===== src/rtl/core/lcp_pkg.sv =====
// ----------------------------------------------------------------------------
// lcp_pkg
// Shared types and constants of the line command parser: keyword tables,
// character codes, status codes and the front-to-back command record.
// ----------------------------------------------------------------------------
package lcp_pkg;

  localparam int LINE_CAPACITY_DEF = 1024;
  localparam int PERIOD_BITS_DEF   = 16;
  localparam int OUT_PERIOD_W      = 16;

  localparam int KW_COUNT = 6;
  localparam int KW_SCALE  = 0;
  localparam int KW_PERIOD = 1;
  localparam int KW_STOP   = 2;
  localparam int KW_START  = 3;
  localparam int KW_LOG    = 4;
  localparam int KW_OFF    = 5;

  // keyword text, one byte per position, padded with zeros
  localparam logic [7:0] KW_TEXT [KW_COUNT][8] = '{
    '{8'h53, 8'h43, 8'h41, 8'h4C, 8'h45, 8'h3D, 8'h00, 8'h00},
    '{8'h50, 8'h45, 8'h52, 8'h49, 8'h4F, 8'h44, 8'h3D, 8'h00},
    '{8'h53, 8'h54, 8'h4F, 8'h50, 8'h00, 8'h00, 8'h00, 8'h00},
    '{8'h53, 8'h54, 8'h41, 8'h52, 8'h54, 8'h00, 8'h00, 8'h00},
    '{8'h4C, 8'h4F, 8'h47, 8'h00, 8'h00, 8'h00, 8'h00, 8'h00},
    '{8'h4F, 8'h46, 8'h46, 8'h00, 8'h00, 8'h00, 8'h00, 8'h00}
  };
  localparam logic [3:0] KW_LEN [KW_COUNT] = '{4'd6, 4'd7, 4'd4, 4'd5, 4'd3, 4'd3};
  // keywords that must end the line exactly
  localparam logic [KW_COUNT-1:0] KW_EXACT = 6'b101100;

  localparam int SCALE_CHAR_POS = 6;
  localparam int NUMBER_POS     = 7;

  localparam logic [7:0] CH_NUL   = 8'h00;
  localparam logic [7:0] CH_TAB   = 8'h09;
  localparam logic [7:0] CH_NL    = 8'h0A;
  localparam logic [7:0] CH_CR    = 8'h0D;
  localparam logic [7:0] CH_SPACE = 8'h20;
  localparam logic [7:0] CH_PLUS  = 8'h2B;
  localparam logic [7:0] CH_MINUS = 8'h2D;
  localparam logic [7:0] CH_0     = 8'h30;
  localparam logic [7:0] CH_9     = 8'h39;
  localparam logic [7:0] CH_C     = 8'h43;
  localparam logic [7:0] CH_F     = 8'h46;

  typedef enum logic [3:0] {
    ST_SCALE_SET  = 4'd0,
    ST_SCALE_REJ  = 4'd1,
    ST_PERIOD_SET = 4'd2,
    ST_PERIOD_REJ = 4'd3,
    ST_STOP       = 4'd4,
    ST_START      = 4'd5,
    ST_LOG        = 4'd6,
    ST_OFF        = 4'd7,
    ST_UNKNOWN    = 4'd8
  } status_t;

  typedef struct packed {
    status_t status;
    logic    celsius;
  } cmd_t;

  typedef enum logic [2:0] {
    NUM_SKIP   = 3'b001,
    NUM_DIGITS = 3'b010,
    NUM_DONE   = 3'b100
  } num_phase_t;

endpackage


===== src/rtl/core/lcp_if.sv =====
// ----------------------------------------------------------------------------
// lcp_if
// Valid/ready channels of the line command parser: received bytes in,
// status reports out.
// ----------------------------------------------------------------------------
interface lcp_byte_if;
  logic       valid;
  logic       ready;
  logic [7:0] rx_byte;

  modport source (output valid, output rx_byte, input ready);
  modport sink (input valid, input rx_byte, output ready);
endinterface

interface lcp_status_if;
  logic        valid;
  logic        ready;
  logic [3:0]  status;
  logic        celsius_mode;
  logic [15:0] report_period;
  logic        reports_stopped;
  logic        shut_down;

  modport source (output valid, output status, output celsius_mode, output report_period,
                  output reports_stopped, output shut_down, input ready);
  modport sink (input valid, input status, input celsius_mode, input report_period,
                input reports_stopped, input shut_down, output ready);
endinterface


===== src/rtl/core/lcp_front.sv =====
// ----------------------------------------------------------------------------
// lcp_front
// Byte front end: matches each line against the keywords as it streams in,
// parses the scale character and the period number, and on newline pushes
// one classified command into the queue.
// ----------------------------------------------------------------------------
module lcp_front #(
  parameter int LINE_CAPACITY = lcp_pkg::LINE_CAPACITY_DEF,
  parameter int PERIOD_BITS   = lcp_pkg::PERIOD_BITS_DEF
) (
  input  logic                   clk,
  input  logic                   rst_n,
  lcp_byte_if.sink               in_if,
  input  logic                   q_full,
  output logic                   push,
  output lcp_pkg::cmd_t          push_cmd,
  output logic [PERIOD_BITS-1:0] push_period
);

  localparam int PW = $clog2(LINE_CAPACITY + 1);
  localparam int NW = PERIOD_BITS + 4;

  logic [PW-1:0]                   pos_r, pos_nxt;
  logic [lcp_pkg::KW_COUNT-1:0]    match_r, match_nxt;
  logic                            ended_r, ended_nxt;
  logic [7:0]                      scale_char_r, scale_char_nxt;
  lcp_pkg::num_phase_t             phase_r, phase_nxt;
  logic                            neg_r, neg_nxt;
  logic [PERIOD_BITS-1:0]          num_r, num_nxt;
  logic                            halt_r, halt_nxt;

  logic                            accept;
  logic                            is_nl;
  logic [7:0]                      c;
  logic                            is_digit;
  logic                            is_space;
  logic [3:0]                      dig;
  logic [NW-1:0]                   num_ext;
  logic [PERIOD_BITS-1:0]          num_acc;
  logic [lcp_pkg::KW_COUNT-1:0]    hit;
  lcp_pkg::cmd_t                   cmd;

  assign in_if.ready = !q_full;
  assign accept      = in_if.valid && !q_full && !halt_r;
  assign c           = in_if.rx_byte;
  assign is_nl       = (c == lcp_pkg::CH_NL);
  assign is_digit    = (c >= lcp_pkg::CH_0) && (c <= lcp_pkg::CH_9);
  assign is_space    = ((c >= lcp_pkg::CH_TAB) && (c <= lcp_pkg::CH_CR)) ||
                       (c == lcp_pkg::CH_SPACE);
  assign dig         = 4'(c - lcp_pkg::CH_0);

  // value*10 + digit, saturating when anything spills above the period width
  assign num_ext = ({4'b0, num_r} << 3) + ({4'b0, num_r} << 1) + NW'(dig);
  assign num_acc = (num_ext[NW-1:PERIOD_BITS] != '0) ? '1 : num_ext[PERIOD_BITS-1:0];

  // line classification from the state before the newline
  always_comb begin
    for (int k = 0; k < lcp_pkg::KW_COUNT; k++) begin
      hit[k] = match_r[k] && (pos_r >= PW'(lcp_pkg::KW_LEN[k]));
    end
    cmd.celsius = 1'b0;
    if (hit[lcp_pkg::KW_SCALE]) begin
      if (scale_char_r == lcp_pkg::CH_C) begin
        cmd.status  = lcp_pkg::ST_SCALE_SET;
        cmd.celsius = 1'b1;
      end else if (scale_char_r == lcp_pkg::CH_F) begin
        cmd.status  = lcp_pkg::ST_SCALE_SET;
      end else begin
        cmd.status  = lcp_pkg::ST_SCALE_REJ;
      end
    end else if (hit[lcp_pkg::KW_PERIOD]) begin
      cmd.status = (!neg_r && (num_r != '0)) ? lcp_pkg::ST_PERIOD_SET
                                             : lcp_pkg::ST_PERIOD_REJ;
    end else if (hit[lcp_pkg::KW_STOP]) begin
      cmd.status = lcp_pkg::ST_STOP;
    end else if (hit[lcp_pkg::KW_START]) begin
      cmd.status = lcp_pkg::ST_START;
    end else if (hit[lcp_pkg::KW_LOG]) begin
      cmd.status = lcp_pkg::ST_LOG;
    end else if (hit[lcp_pkg::KW_OFF]) begin
      cmd.status = lcp_pkg::ST_OFF;
    end else begin
      cmd.status = lcp_pkg::ST_UNKNOWN;
    end
  end

  assign push        = accept && is_nl;
  assign push_cmd    = cmd;
  assign push_period = num_r;

  always_comb begin
    pos_nxt        = pos_r;
    match_nxt      = match_r;
    ended_nxt      = ended_r;
    scale_char_nxt = scale_char_r;
    phase_nxt      = phase_r;
    neg_nxt        = neg_r;
    num_nxt        = num_r;
    halt_nxt       = halt_r;
    if (accept) begin
      if (is_nl) begin
        pos_nxt        = '0;
        match_nxt      = '1;
        ended_nxt      = 1'b0;
        scale_char_nxt = '0;
        phase_nxt      = lcp_pkg::NUM_SKIP;
        neg_nxt        = 1'b0;
        num_nxt        = '0;
        halt_nxt       = (cmd.status == lcp_pkg::ST_OFF);
      end else if (!ended_r && (pos_r < PW'(LINE_CAPACITY))) begin
        if (c == lcp_pkg::CH_NUL) begin
          ended_nxt = 1'b1;
        end else begin
          for (int k = 0; k < lcp_pkg::KW_COUNT; k++) begin
            if (pos_r < PW'(lcp_pkg::KW_LEN[k])) begin
              if (c != lcp_pkg::KW_TEXT[k][pos_r[2:0]]) begin
                match_nxt[k] = 1'b0;
              end
            end else if (lcp_pkg::KW_EXACT[k]) begin
              match_nxt[k] = 1'b0;
            end
          end
          if (pos_r == PW'(lcp_pkg::SCALE_CHAR_POS)) begin
            scale_char_nxt = c;
          end
          if (pos_r >= PW'(lcp_pkg::NUMBER_POS)) begin
            case (phase_r)
              lcp_pkg::NUM_SKIP: begin
                if (c == lcp_pkg::CH_PLUS || c == lcp_pkg::CH_MINUS) begin
                  neg_nxt   = (c == lcp_pkg::CH_MINUS);
                  phase_nxt = lcp_pkg::NUM_DIGITS;
                end else if (!is_space) begin
                  if (is_digit) begin
                    num_nxt   = num_acc;
                    phase_nxt = lcp_pkg::NUM_DIGITS;
                  end else begin
                    phase_nxt = lcp_pkg::NUM_DONE;
                  end
                end
              end
              lcp_pkg::NUM_DIGITS: begin
                if (is_digit) begin
                  num_nxt = num_acc;
                end else begin
                  phase_nxt = lcp_pkg::NUM_DONE;
                end
              end
              default: begin
              end
            endcase
          end
          pos_nxt = pos_r + 1'b1;
        end
      end
    end
  end

  always_ff @(posedge clk) begin
    if (!rst_n) begin
      pos_r        <= '0;
      match_r      <= '1;
      ended_r      <= 1'b0;
      scale_char_r <= '0;
      phase_r      <= lcp_pkg::NUM_SKIP;
      neg_r        <= 1'b0;
      num_r        <= '0;
      halt_r       <= 1'b0;
    end else begin
      pos_r        <= pos_nxt;
      match_r      <= match_nxt;
      ended_r      <= ended_nxt;
      scale_char_r <= scale_char_nxt;
      phase_r      <= phase_nxt;
      neg_r        <= neg_nxt;
      num_r        <= num_nxt;
      halt_r       <= halt_nxt;
    end
  end

  // nothing leaves the front once OFF went through
  a_no_push_after_off: assert property (@(posedge clk) disable iff (!rst_n)
    halt_r |-> !push)
    else $error("line pushed after shut-down");

endmodule


===== src/rtl/core/lcp_queue.sv =====
// ----------------------------------------------------------------------------
// lcp_queue
// Two-entry command queue between the byte front end and the back end.
// ----------------------------------------------------------------------------
module lcp_queue #(
  parameter int W = 8
) (
  input  logic         clk,
  input  logic         rst_n,
  input  logic         push,
  input  logic [W-1:0] push_data,
  output logic         full,
  output logic         q_valid,
  input  logic         pop,
  output logic [W-1:0] pop_data
);

  localparam int DEPTH = 2;

  logic [W-1:0] mem_r [DEPTH];
  logic         wr_ptr_r, wr_ptr_nxt;
  logic         rd_ptr_r, rd_ptr_nxt;
  logic [1:0]   count_r, count_nxt;

  assign full     = (count_r == 2'(DEPTH));
  assign q_valid  = (count_r != '0);
  assign pop_data = mem_r[rd_ptr_r];

  always_comb begin
    wr_ptr_nxt = push ? !wr_ptr_r : wr_ptr_r;
    rd_ptr_nxt = pop  ? !rd_ptr_r : rd_ptr_r;
    count_nxt  = count_r + 2'(push) - 2'(pop);
  end

  always_ff @(posedge clk) begin
    if (push) begin
      mem_r[wr_ptr_r] <= push_data;
    end
  end

  always_ff @(posedge clk) begin
    if (!rst_n) begin
      wr_ptr_r <= 1'b0;
      rd_ptr_r <= 1'b0;
      count_r  <= '0;
    end else begin
      wr_ptr_r <= wr_ptr_nxt;
      rd_ptr_r <= rd_ptr_nxt;
      count_r  <= count_nxt;
    end
  end

  a_no_overflow: assert property (@(posedge clk) disable iff (!rst_n)
    push |-> (!full || pop))
    else $error("queue overflow");

  a_no_underflow: assert property (@(posedge clk) disable iff (!rst_n)
    pop |-> q_valid)
    else $error("queue underflow");

endmodule


===== src/rtl/core/lcp_back.sv =====
// ----------------------------------------------------------------------------
// lcp_back
// Command back end: applies each queued command to the settings and
// presents the status report in an output register.
// ----------------------------------------------------------------------------
module lcp_back #(
  parameter int PERIOD_BITS = lcp_pkg::PERIOD_BITS_DEF
) (
  input  logic                   clk,
  input  logic                   rst_n,
  input  logic                   q_valid,
  input  lcp_pkg::cmd_t          q_cmd,
  input  logic [PERIOD_BITS-1:0] q_period,
  output logic                   pop,
  lcp_status_if.source           out_if
);

  localparam int OW = lcp_pkg::OUT_PERIOD_W;

  logic                   celsius_r, celsius_nxt;
  logic [PERIOD_BITS-1:0] period_r, period_nxt;
  logic                   stopped_r, stopped_nxt;
  logic                   halted_r, halted_nxt;
  logic                   out_valid_r, out_valid_nxt;
  lcp_pkg::status_t       status_r, status_nxt;
  logic [PERIOD_BITS+OW-1:0] period_ext;

  assign pop = q_valid && (!out_valid_r || out_if.ready);

  always_comb begin
    celsius_nxt   = celsius_r;
    period_nxt    = period_r;
    stopped_nxt   = stopped_r;
    halted_nxt    = halted_r;
    status_nxt    = status_r;
    out_valid_nxt = out_valid_r && !out_if.ready;
    if (pop) begin
      out_valid_nxt = 1'b1;
      status_nxt    = q_cmd.status;
      case (q_cmd.status)
        lcp_pkg::ST_SCALE_SET:  celsius_nxt = q_cmd.celsius;
        lcp_pkg::ST_PERIOD_SET: period_nxt  = q_period;
        lcp_pkg::ST_STOP:       stopped_nxt = 1'b1;
        lcp_pkg::ST_START:      stopped_nxt = 1'b0;
        lcp_pkg::ST_OFF:        halted_nxt  = 1'b1;
        default: begin
        end
      endcase
    end
  end

  always_ff @(posedge clk) begin
    status_r <= status_nxt;
  end

  always_ff @(posedge clk) begin
    if (!rst_n) begin
      celsius_r   <= 1'b0;
      period_r    <= PERIOD_BITS'(1);
      stopped_r   <= 1'b0;
      halted_r    <= 1'b0;
      out_valid_r <= 1'b0;
    end else begin
      celsius_r   <= celsius_nxt;
      period_r    <= period_nxt;
      stopped_r   <= stopped_nxt;
      halted_r    <= halted_nxt;
      out_valid_r <= out_valid_nxt;
    end
  end

  // report carries the low bits of the period, zero-extended when narrower
  assign period_ext             = {{OW{1'b0}}, period_r};
  assign out_if.valid           = out_valid_r;
  assign out_if.status          = status_r;
  assign out_if.celsius_mode    = celsius_r;
  assign out_if.report_period   = period_ext[OW-1:0];
  assign out_if.reports_stopped = stopped_r;
  assign out_if.shut_down       = halted_r;

  a_halt_sticky: assert property (@(posedge clk) disable iff (!rst_n)
    halted_r |=> halted_r)
    else $error("shut-down flag cleared");

  a_period_nonzero: assert property (@(posedge clk) disable iff (!rst_n)
    period_r != '0)
    else $error("report period became zero");

endmodule


===== src/rtl/core/line_command_parser_unit.sv =====
// ----------------------------------------------------------------------------
// line_command_parser_unit
// Line command parser: matches newline-terminated command lines byte by
// byte and reports a status with the current settings at each line end.
//
//   channel   dir  payload                                     transaction
//   in_if     in   rx_byte[7:0]                                one byte
//   out_if    out  status, celsius_mode, report_period[15:0],  one line report
//                  reports_stopped, shut_down
//
// One byte is taken every cycle while the command queue is not full; the
// newline's report reaches the output register through a two-entry command
// queue. Reset is synchronous; there is no clearing pass.
// in_if.ready drops only while the queue is full, which takes a stalled
// out_if together with two more pending newlines. After OFF every byte is
// taken and dropped.
// ----------------------------------------------------------------------------
module line_command_parser_unit #(
  parameter int LINE_CAPACITY = lcp_pkg::LINE_CAPACITY_DEF,
  parameter int PERIOD_BITS   = lcp_pkg::PERIOD_BITS_DEF
) (
  input  logic         clk,
  input  logic         rst_n,
  lcp_byte_if.sink     in_if,
  lcp_status_if.source out_if
);

  localparam int QW = $bits(lcp_pkg::cmd_t) + PERIOD_BITS;

  logic                   push;
  lcp_pkg::cmd_t          push_cmd;
  logic [PERIOD_BITS-1:0] push_period;
  logic                   q_full;
  logic                   q_valid;
  logic                   pop;
  logic [QW-1:0]          pop_data;
  lcp_pkg::cmd_t          q_cmd;
  logic [PERIOD_BITS-1:0] q_period;

  lcp_front #(
    .LINE_CAPACITY (LINE_CAPACITY),
    .PERIOD_BITS   (PERIOD_BITS)
  ) u_front (
    .clk         (clk),
    .rst_n       (rst_n),
    .in_if       (in_if),
    .q_full      (q_full),
    .push        (push),
    .push_cmd    (push_cmd),
    .push_period (push_period)
  );

  lcp_queue #(
    .W (QW)
  ) u_queue (
    .clk       (clk),
    .rst_n     (rst_n),
    .push      (push),
    .push_data ({push_cmd, push_period}),
    .full      (q_full),
    .q_valid   (q_valid),
    .pop       (pop),
    .pop_data  (pop_data)
  );

  assign q_cmd    = lcp_pkg::cmd_t'(pop_data[QW-1:PERIOD_BITS]);
  assign q_period = pop_data[PERIOD_BITS-1:0];

  lcp_back #(
    .PERIOD_BITS (PERIOD_BITS)
  ) u_back (
    .clk      (clk),
    .rst_n    (rst_n),
    .q_valid  (q_valid),
    .q_cmd    (q_cmd),
    .q_period (q_period),
    .pop      (pop),
    .out_if   (out_if)
  );

endmodule


===== src/flat_wrapper.sv =====
// flat-port wrapper written by rule: the top's interface ports become plain ports
module line_command_parser_unit_flat 
#(
  parameter int LINE_CAPACITY = lcp_pkg::LINE_CAPACITY_DEF,
  parameter int PERIOD_BITS   = lcp_pkg::PERIOD_BITS_DEF
)
  (clk, rst_n, in_if_valid, in_if_rx_byte, in_if_ready, out_if_valid, out_if_status, out_if_celsius_mode, out_if_report_period, out_if_reports_stopped, out_if_shut_down, out_if_ready);
  lcp_byte_if in_if_i ();
  lcp_status_if out_if_i ();
  input  logic clk;
  input  logic rst_n;
  input wire logic [$bits(in_if_i.valid)-1:0] in_if_valid;
  input wire logic [$bits(in_if_i.rx_byte)-1:0] in_if_rx_byte;
  output wire logic [$bits(in_if_i.ready)-1:0] in_if_ready;
  output wire logic [$bits(out_if_i.valid)-1:0] out_if_valid;
  output wire logic [$bits(out_if_i.status)-1:0] out_if_status;
  output wire logic [$bits(out_if_i.celsius_mode)-1:0] out_if_celsius_mode;
  output wire logic [$bits(out_if_i.report_period)-1:0] out_if_report_period;
  output wire logic [$bits(out_if_i.reports_stopped)-1:0] out_if_reports_stopped;
  output wire logic [$bits(out_if_i.shut_down)-1:0] out_if_shut_down;
  input wire logic [$bits(out_if_i.ready)-1:0] out_if_ready;
  assign in_if_i.valid = in_if_valid;
  assign in_if_i.rx_byte = in_if_rx_byte;
  assign in_if_ready = in_if_i.ready;
  assign out_if_valid = out_if_i.valid;
  assign out_if_status = out_if_i.status;
  assign out_if_celsius_mode = out_if_i.celsius_mode;
  assign out_if_report_period = out_if_i.report_period;
  assign out_if_reports_stopped = out_if_i.reports_stopped;
  assign out_if_shut_down = out_if_i.shut_down;
  assign out_if_i.ready = out_if_ready;
  line_command_parser_unit #(.LINE_CAPACITY(LINE_CAPACITY), .PERIOD_BITS(PERIOD_BITS)) u_core (.clk(clk), .rst_n(rst_n), .in_if(in_if_i), .out_if(out_if_i));
endmodule

===== config.mk =====
export PLATFORM = sky130hd
export DESIGN_NAME = line_command_parser_unit_flat
export DESIGN_NICKNAME = d
export VERILOG_FILES = /design/src/rtl/core/lcp_pkg.sv /design/src/rtl/core/lcp_if.sv /design/src/rtl/core/lcp_front.sv /design/src/rtl/core/lcp_queue.sv /design/src/rtl/core/lcp_back.sv /design/src/rtl/core/line_command_parser_unit.sv /design/src/flat_wrapper.sv
export SDC_FILE = /design/constraint.sdc
export NUM_CORES = 1
export LEC_CHECK = 0
export BUFFER_PORTS_ARGS = -buffer_cell sky130_fd_sc_hd__buf_2
export CAP_MARGIN = 20
export CORE_ASPECT_RATIO = 1.25
export CORE_MARGIN = 5
export CORE_UTILIZATION = 50
export CTS_BUF_LIST = sky130_fd_sc_hd__clkbuf_8
export DETAILED_ROUTE_END_ITERATION = 8
export PLACE_DENSITY = 0.67
export SLEW_MARGIN = 20
export SYNTH_ARGS = -nofsm -noshare
export SYNTH_HDL_FRONTEND = slang
export SYNTH_SLANG_ARGS = --single-unit

===== constraint.sdc =====
create_clock -name clk -period 4.65 [get_ports clk]
set_input_delay 0.6975 -clock clk [delete_from_list [all_inputs] [get_ports clk]]
set_output_delay 0.6975 -clock clk [all_outputs]
set_load 0.05 [all_outputs]

== After elaboration in Yosys (flattened, before gate mapping) ==
Memories as Yosys holds them, arrays and structs flattened. A register that Yosys moved wholly into a read port is not among the register bits.
Cells that the tools add are included.

* Bits in read-only memories: 384
* Flip-flop bits (word level): 75
* Input port bits: 12
* Memories: 7
* Logic and storage cells: 221
* Memory bits (writable): 42

* Mux-type cells: 78
* Bitwise gates (word level): 1
* $lt $le $gt $ge: 16
* Eq/ne operators: 29
* $add $sub $neg: 6
* Reduce and logical (&&, ||, !) cells: 62

{| class="wikitable"
|+ Memory list
! name !! words !! bits a word !! read ports !! clocked after Yosys merged registers in !! write ports !! line !! text
|-
| (no name shown) || 8 || 8 || 1 || 0 || 0 || lcp_front.sv:116 || <nowiki>if (c != lcp_pkg::KW_TEXT[k][pos_r[2:0]]) begin</nowiki>
|-
| (no name shown) || 8 || 8 || 1 || 0 || 0 || lcp_front.sv:116 ||
|-
| (no name shown) || 8 || 8 || 1 || 0 || 0 || lcp_front.sv:116 ||
|-
| (no name shown) || 8 || 8 || 1 || 0 || 0 || lcp_front.sv:116 ||
|-
| (no name shown) || 8 || 8 || 1 || 0 || 0 || lcp_front.sv:116 ||
|-
| (no name shown) || 8 || 8 || 1 || 0 || 0 || lcp_front.sv:116 ||
|-
| 1 more memories || n/a || n/a || n/a || n/a || n/a || n/a ||
|}

{| class="wikitable"
|+ Operators with widths
! operator !! number
|-
| $mux 16 || 8
|-
| $mux 8 || 16
|-
| $ne 8x8->1 || 6
|-
| $ge 11x3->1 const B || 4
|-
| $lt 11x3->1 const B || 4
|-
| $mux 11 || 3
|-
| $pmux 16 s2 || 1
|-
| $mux 1 || 30
|-
| $mux 4 || 7
|-
| $reduce_bool 2->1 || 14
|-
| $eq 8x6->1 const B || 3
|-
| $mux 3 || 8
|-
| $add 19x17->20 || 1
|-
| $add 20x4->20 || 1
|-
| $mux 6 || 3
|-
| $eq 4x3->1 const B || 4
|-
| $eq 8x7->1 const B || 2
|-
| $reduce_and 4->1 || 4
|-
| $reduce_bool 16->1 || 1
|-
| $logic_and 1x1->1 || 15
|-
| $reduce_and 5->1 || 3
|-
| $reduce_and 7->1 || 2
|-
| $add 11x1->11 const B || 1
|-
| $eq 11x3->1 const B || 1
|-
| other kinds (32) || 50
|}

== Depth between registers and ports, before layout ==
Gate-level depths: netlist of run 1.

* Depth after elaboration: 12
* Gate-level depth with buffers: 12
* Gate-level depth less buffers: 11

== Hierarchy ==
From an unflattened synthesis of run 1, not the netlist that was laid out.

* Cell total of the unflattened synthesis: 683
* Area, all modules: 6,767.7 um^2

{| class="wikitable"
|+ By module, submodules not included
! module !! seq. area each (um^2) !! times used !! area each (um^2) !! cells each
|-
| lcp_front || 940.9 || 1 || 3,968.8 || 502
|-
| lcp_queue || 1,361.3 || 1 || 1,823.0 || 86
|-
| lcp_back || 520.5 || 1 || 975.9 || 95
|}

== Worst setup path after synthesis of run 1 ==
Ideal clock, no wire load.

* Path kind: in2reg
* Start: input in_if_rx_byte[7]
* End: memory u_core.u_queue.mem_r[0][0] (netlist bit) (enable)
* Buffers on the path: 1
* Stages on the path: 6
* Data required time: 4.250 ns
* Data arrival time: 3.062 ns
* Setup slack: 1.188 ns
* Path through: or4_4 -> nor4b_2 -> and2_1 -> inv_1 -> clkbuf_1 -> nor2_1

* Longest elaborated chain between the ends: 4

{| class="wikitable"
|+ RTL lines
! item !! line !! text
|-
| from (decl) || flat_wrapper.sv:13 || <nowiki>input wire logic [$bits(in_if_i.rx_byte)-1:0] in_if_rx_byte;</nowiki>
|-
| $eq 8x4->1 || lcp_front.sv:46 || <nowiki>assign is_nl = (c == lcp_pkg::CH_NL);</nowiki>
|-
| $logic_and 1x1->1 || lcp_front.sv:87 || <nowiki>assign push = accept && is_nl;</nowiki>
|-
| $mux 1 || lcp_queue.sv:36 || <nowiki>if (push) begin</nowiki>
|-
| $mux 1 (implied by the code) || lcp_queue.sv:37 || <nowiki>mem_r[wr_ptr_r] <= push_data;</nowiki>
|-
| to (decl) || lcp_queue.sv:20 || <nowiki>logic [W-1:0] mem_r [DEPTH];</nowiki>
|}

No other way between the ends.

== Final worst setup path of run 1 ==
* Start: input in_if_rx_byte[3]
* End: register u_core.u_front.num_r[3], in the netlist u_core.u_front.push_period[3]

* Longest elaborated chain between the ends: 12
* Elaborated cells between the ends (all ways): 32

{| class="wikitable"
|+ RTL lines
! item !! line !! text
|-
| $sub 4x1->4 || lcp_front.sv:50 || <nowiki>assign dig = 4'(c - lcp_pkg::CH_0);</nowiki>
|-
| $add 20x4->20 || lcp_front.sv:53 || <nowiki>assign num_ext = ({4'b0, num_r} << 3) + ({4'b0, num_r} << 1) + NW'(dig);</nowiki>
|-
| $reduce_bool 4->1 || lcp_front.sv:54 || <nowiki>assign num_acc = (num_ext[NW-1:PERIOD_BITS] != '0) ? '1 : num_ext[PERIOD_BITS-1:0];</nowiki>
|-
| $mux 16 || lcp_front.sv:54 ||
|-
| $mux 16 || lcp_front.sv:133, lcp_front.sv:142 ||
|-
| $mux 16 || lcp_front.sv:132 || <nowiki>end else if (!is_space) begin</nowiki>
|-
| $mux 16 || lcp_front.sv:129 || <nowiki>if (c == lcp_pkg::CH_PLUS || c == lcp_pkg::CH_MINUS) begin</nowiki>
|-
| $pmux 16 s2 || lcp_front.sv:127 || <nowiki>case (phase_r)</nowiki>
|-
| $mux 16 || lcp_front.sv:126 || <nowiki>if (pos_r >= PW'(lcp_pkg::NUMBER_POS)) begin</nowiki>
|-
| $mux 16 || lcp_front.sv:111 || <nowiki>if (c == lcp_pkg::CH_NUL) begin</nowiki>
|-
| $mux 16 || lcp_front.sv:110 || <nowiki>end else if (!ended_r && (pos_r < PW'(LINE_CAPACITY))) begin</nowiki>
|-
| $mux 16 || lcp_front.sv:101 || <nowiki>if (is_nl) begin</nowiki>
|-
| to (signal assigned) || lcp_front.sv:175 || <nowiki>num_r <= num_nxt;</nowiki>
|-
| to (decl) || lcp_front.sv:29 || <nowiki>logic [PERIOD_BITS-1:0] num_r, num_nxt;</nowiki>
|}

Several ways; a longest one is shown, not always the timed one. The select of a mux whose other input is x is not followed.
A chain may end at the register's enable or synchronous reset.

==> flow_summary.json, run 1 <==
{
  "status": "finished clean",
  "grt_usage_pct": 19.0,
  "seqPwrFrac_pct": 42.7,
  "syn_nets": 751,
  "drv_slew": 0,
  "wl_met3_um": 967,
  "fin_setup_tns_ns": 0,
  "numCtsBuffers": 17,
  "overflow": 0,
  "drive_gt1_share_pct": 11.9,
  "total_power_uw": 2760,
  "wire_per_inst_um": 16.5,
  "postRouteAntennaNets": 0,
  "clock_latency_ns": 0.44,
  "synthTopCellsByArea": "dfxtp_1, edfxtp_1, ha_1",
  "power.density_nw_per_um2": 372,
  "core_area_um2": 13200,
  "worst_r2r_path_depth": 8,
  "final.period_utilization_pct": 74.2,
  "syn_inst": 697,
  "critical_path_class": "primary input to register",
  "routed.top_layer": "met4",
  "antenna_found_initial": 0,
  "row_count": 47,
  "cts_root_buf": "clkbuf_8",
  "critical_path_arrival_ns": 3.75,
  "dieArea_um2": 15900,
  "cap_violations": 0,
  "dpl.hpwl_um": 10500,
  "switchingPower_uw": 877,
  "wl_met2_um": 7090,
  "syn_avg_cell_area_um2": 9.65,
  "clk_path_buf_depth": 2,
  "p_int_uw": 1880,
  "synth-edff-count": 46,
  "clock.fmax_ghz": 0.290,
  "endpoint_kind": "register",
  "vias": 5335,
  "setup_viol": 0,
  "p_leak_uw": 0.00319,
  "port_buffers": 36,
  "syn_area_um2": 6730,
  "combPwrFrac_pct": 21.0,
  "cts_tree": "done",
  "worstPathRequired_ns": 4.95,
  "num_io_pins": 37,
  "fin_skew_ns": 0.0109,
  "dieWidth_um": 114,
  "tightest_slew_ns": 0.920,
  "final-hold-violation-count": 0,
  "min_period_ns": 3.45,
  "yosys_register_bits": 118,
  "ys.flop_type": "dfxtp_1",
  "wl_met1_um": 6570,
  "ys_async_sr_fraction_pct": 0,
  "path_max_fanout": 25,
  "drt-total-wl_um": 14800,
  "final_nets": 770,
  "post-synth-top-area-cell": "dfxtp_1",
  "drtIter0Drc": 435,
  "area_growth_syn_to_layout_pct": 10.2,
  "gp_congestion": 0.881,
  "clkPwrFrac_pct": 36.2,
  "yosysUniqueCellTypes": 66,
  "maxSlewHeadroom_pct": 38.6,
  "cts.sinks": 118,
  "rsz0062_at_grt": "no",
  "cts_resized": 0,
  "dr.pass1.iters": 5,
  "cts-htree-levels": 4,
  "cp-start-kind": "primary input",
  "grt_max_degree": 56,
  "ir_drop_mv": 0.341,
  "cts_setup_buffers": 0,
  "start_util_pct": 50.8,
  "whs_path_depth": 1,
  "ys_warn_count": 0,
  "diodes": 0,
  "die_h_um": 140,
  "hp-class": "register to register",
  "yosysTopAreaCellShare_pct": 21.4,
  "grt_pass1_wl_um": 24600,
  "netSwitchingFraction_pct": 31.8,
  "drc_errors": 0,
  "grt_pass1_vias": 4993,
  "clkTransAtPathRegs_ns": 0.08,
  "seq_area_frac_synth_pct": 42.0,
  "viasPerCell": 5.93,
  "cts_hold_buf": 0
}
==> critical path: stages <==
cell,delay [ns]
buf_2,0.36
fa_1,0.49
ha_1,0.30
a21oi_1,0.18
nor2_1,0.09
nor4_1,0.55
o221a_2,0.33
o311a_1,0.57
a31oi_1,0.17
==> layout by cell type, fill, tap and decap left out, types with 17 or more instances in the layout <==
| cell type | synthesis | routed |
|---|---|---|
| buf_2 | 2 | 36 |
| xor2_1 | 19 | 19 |
| and2_1 | 23 | 23 |
| mux2i_1 | 33 | 33 |
| edfxtp_1 | 46 | 46 |
| nor2_1 | 36 | 35 |
| xnor2_1 | 21 | 21 |
| nand2_1 | 57 | 57 |
| ha_1 | 40 | 40 |
| inv_1 | 20 | 20 |
| clkbuf_8 | 0 | 17 |
| a21oi_1 | 46 | 46 |
| dfxtp_1 | 72 | 72 |
| o21ai_0 | 39 | 39 |
==> area by class of cell <==
| cell class | instances | area, µm² |
|---|---|---|
| flip-flops and latches | 118 | 2820 |
| fillers | 1177 | 5820 |
| inverters | 21 | 78.8 |
| repair buffers | 38 | 195 |
| multi-input cells | 520 | 3670 |
| clock inverters | 15 | 193 |
| well taps | 171 | 214 |
| clock buffers | 17 | 234 |
==> logic make-up (layout without fill, tap and decap cells) <==
kind of cell	Yosys count	after routing	synth area share, %
xor gates and xnor gates	40	40	5.21
and+or+nand+nor	224	224	17.8
buffers and inverters	59	91	3.55
adders and majority gates	42	42	8.03
DFF	118	118	42.0
AOI/OAI and AO/OA	180	180	18.4
muxes	34	34	5.08
==> power groups by stage <==
stage	sequential [µW]	clock (µW)	combinational (µW)
global route	1180	1060	630
finish	1180	999	580
detailed placement	1200	0	574
CTS	1180	1020	581
floorplan	1270	0	378
global placement	1200	0	565
==> routing by layer <==
metal / GRT usage [%] / vias to the layer above
li1: - / 2611
met4: 6.39 / 0
met2: 30.8 / 193
met5: 0 / -
met1: 25.1 / 2513
met3: 4.34 / 18
==> path summary, 6_finish.rpt <==
path	from	to	slack, ns
worst max register to register	u_core.u_front.push_period[0]	u_core.u_front.push_period[3]	1.32
worst min-delay path	u_core.u_front.match_r[0]	u_core.u_front.match_r[0]	0.45
worst max-delay path	in_if_rx_byte[3]	u_core.u_front.push_period[3]	1.20
worst min register to register	u_core.u_front.match_r[0]	u_core.u_front.match_r[0]	0.45
==> Yosys cell counts, types with 5 or more instances <==
cell / instances
nand2b_1: 7
o2111ai_1: 5
nor2_1: 36
o21ai_0: 39
nand2_1: 57
o21a_1: 7
dfxtp_1: 72
inv_1: 20
a21o_1: 14
xnor2_1: 21
nor3_1: 16
mux2i_1: 33
nor4_1: 9
clkbuf_1: 29
and3_1: 11
buf_1: 5
nor2b_1: 15
ha_1: 40
a21boi_0: 5
o211a_1: 16
a21oi_1: 46
edfxtp_1: 46
a211oi_1: 5
xor2_1: 19
nand3_1: 12
nand4_1: 13
a31oi_1: 7
and2_1: 23
==> flip-flops by register name (all words and copies together), names as in the netlist, 2 cells and up, named ones only <==
signal,flops
u_core.u_back.out_if.report_period,16
u_core.u_back.out_if.status,4
u_core.u_front.match_r,6
u_core.u_front.phase_r,3
u_core.u_front.pos_r,11
u_core.u_front.push_period,16
u_core.u_front.scale_char_r,8
u_core.u_queue.count_r,2
u_core.u_queue.mem_r,42
==> per-stage QoR <==
stage	util (%)	cells	setup slack (ns)	hold WS (ns)	cell area, µm²
2_1_floorplan	-	697	1.19	0.420	6730
3_3_place_gp	52.7	868	0.843	0.434	6980
3_5_place_dp	52.7	868	0.730	0.435	6980
4_1_cts	56.0	900	1.22	0.452	7410
5_1_grt	56.0	900	0.943	0.473	7410
6_report	56.0	900	1.20	0.449	7410
(Power assumes the default switching activity.)
==> run 2, diff against run 1 <==
--- a/config.mk
+++ b/config.mk
@@ -12,7 +12,7 @@
 export CORE_UTILIZATION = 50
 export CTS_BUF_LIST = sky130_fd_sc_hd__clkbuf_8
 export DETAILED_ROUTE_END_ITERATION = 8
-export PLACE_DENSITY = 0.67
+export PLACE_DENSITY = 0.7
 export SLEW_MARGIN = 20
 export SYNTH_ARGS = -nofsm -noshare
 export SYNTH_HDL_FRONTEND = slang
==> constraint.sdc (replaced) <==
create_clock -name clk -period 3.1 [get_ports clk]
set_input_delay 0.465 -clock clk [delete_from_list [all_inputs] [get_ports clk]]
set_output_delay 0.465 -clock clk [all_outputs]
set_load 0.05 [all_outputs]
==> flow_summary.json, run 2 (synthesized netlist as in run 1, its figures left out) <==
{
  "status": "finished clean",
  "start_util_pct": 50.8,
  "hp-class": "register to register",
  "fin_ws_ns": 0.230,
  "grt_pass1_wl_um": 25500,
  "grt_pass1_vias": 5253,
  "gp_congestion": 0.956,
  "multi_input_area_um2": 3670,
  "cts_tree": "done",
  "overflow": 0,
  "critical_path_arrival_ns": 3.21,
  "dpl_cell_area_um2": 7280,
  "vias": 5527,
  "drive_gt1_share_pct": 16.3,
  "drv_slew": 0,
  "most-common-layout-cells": "dfxtp_1, nand2_1, a21oi_1, edfxtp_1, ha_1",
  "final.period_utilization_pct": 92.6,
  "cts_resized": 0,
  "cts_root_buf": "clkbuf_8",
  "critical_path_class": "register to register",
  "min_period_ns": 2.87,
  "clock_latency_ns": 0.44,
  "dieWidth_um": 114,
  "regToRegSetupSlack_ns": 0.23,
  "drc_errors": 0,
  "clock.fmax_ghz": 0.348,
  "grt_usage_pct": 19.8,
  "postRouteAntennaNets": 0,
  "dp_cells": 905,
  "grt_max_degree": 39,
  "clkTransAtPathRegs_ns": 0.08,
  "largest_register": "u_core.u_queue.mem_r",
  "die_h_um": 140,
  "dpl.hpwl_um": 11200,
  "fin_skew_ns": 0.0130,
  "maxSlewHeadroom_pct": 54.3,
  "fillCellCount": 1157,
  "post-place-ws_ns": -0.0252,
  "final_nets": 807,
  "fin_setup_tns_ns": 0,
  "cp-start-kind": "register",
  "viasPerCell": 5.90,
  "numCtsBuffers": 17,
  "p_leak_uw": 0.00337,
  "rsz0062_at_grt": "no",
  "cts-htree-levels": 4,
  "power.density_nw_per_um2": 529,
  "drtIter0Drc": 564,
  "cts_hold_buf": 0,
  "tightest_slew_ns": 0.668,
  "row_count": 47,
  "antenna_found_initial": 0,
  "fin_util_pct": 58.1,
  "stdcell_area_um2": 7680,
  "drt-total-wl_um": 15400,
  "wire_per_inst_um": 16.4,
  "cts.sinks": 118,
  "area_growth_syn_to_layout_pct": 14.2,
  "dr.pass1.iters": 4,
  "dieArea_um2": 15900,
  "final_common_cell": "dfxtp_1",
  "port_buffers": 36,
  "setup_viol": 0,
  "largest_reg_flops": 42,
  "ir_drop_mv": 0.424,
  "seq_area_um2": 2820,
  "path_max_fanout": 16,
  "clk_path_buf_depth": 2,
  "worstPathRequired_ns": 3.44,
  "final-hold-violation-count": 0,
  "core_area_um2": 13200,
  "endpoint_kind": "register",
  "num_io_pins": 37,
  "fin_cells": 937,
  "cap_violations": 0,
  "diodes": 0,
  "cts_setup_buffers": 0
}
## run 2: where the power goes
group / switching, µW / internal, µW / total (µW)
logic: 572 / 335 / 907
clock network: 663 / 741 / 1400
registers: 59.2 / 1700 / 1760
total: 1290 / 2770 / 4070
## run 2: final timing paths
path                                                 endpoint                           from  cells past startpoint
worst max-delay path            u_core.u_front.push_period[3]  u_core.u_front.push_period[0]                     11
worst min-delay path                u_core.u_front.match_r[1]      u_core.u_front.match_r[1]                      1
worst max register to register  u_core.u_front.push_period[3]  u_core.u_front.push_period[0]                     11
worst min register to register      u_core.u_front.match_r[1]      u_core.u_front.match_r[1]                      1
## run 2: metal layers
layer | track usage (%) | up-vias | part of all wire [%]
li1 | - | 2678 | -
met3 | 5.38 | 24 | 5.8
met1 | 26.2 | 2669 | 45
met2 | 31.1 | 156 | 47
met4 | 7.22 | 0 | 1.9
met5 | 0 | - | 0
## run 2: stage by stage
step | hold WS (ns) | power (µW)
after floorplan | 0.420 | 2480
after global placement | 0.431 | 2670
after detailed placement | 0.437 | 2690
after CTS | 0.433 | 4100
after global routing | 0.460 | 4270
final | 0.455 | 4070
## run 2: worst max-delay path: stages (launching register included)
cell	delay, ns
dfxtp_1	0.36
fa_1	0.56
inv_1	0.07
fa_1	0.45
nor2b_1	0.25
o2111ai_1	0.16
nand3b_1	0.16
a311oi_1	0.12
mux2i_1	0.16
o311a_1	0.23
buf_12	0.16
a31oi_1	0.09
## run 2: cell type report
class	instances	share of cell area (%)
inverter	21	1.03
sequential	118	36.7
timing repair buffer	75	6.48
multi-input combinational	520	47.8
clock buffer	18	3.22
clock inverter	14	1.97
tap	171	2.78
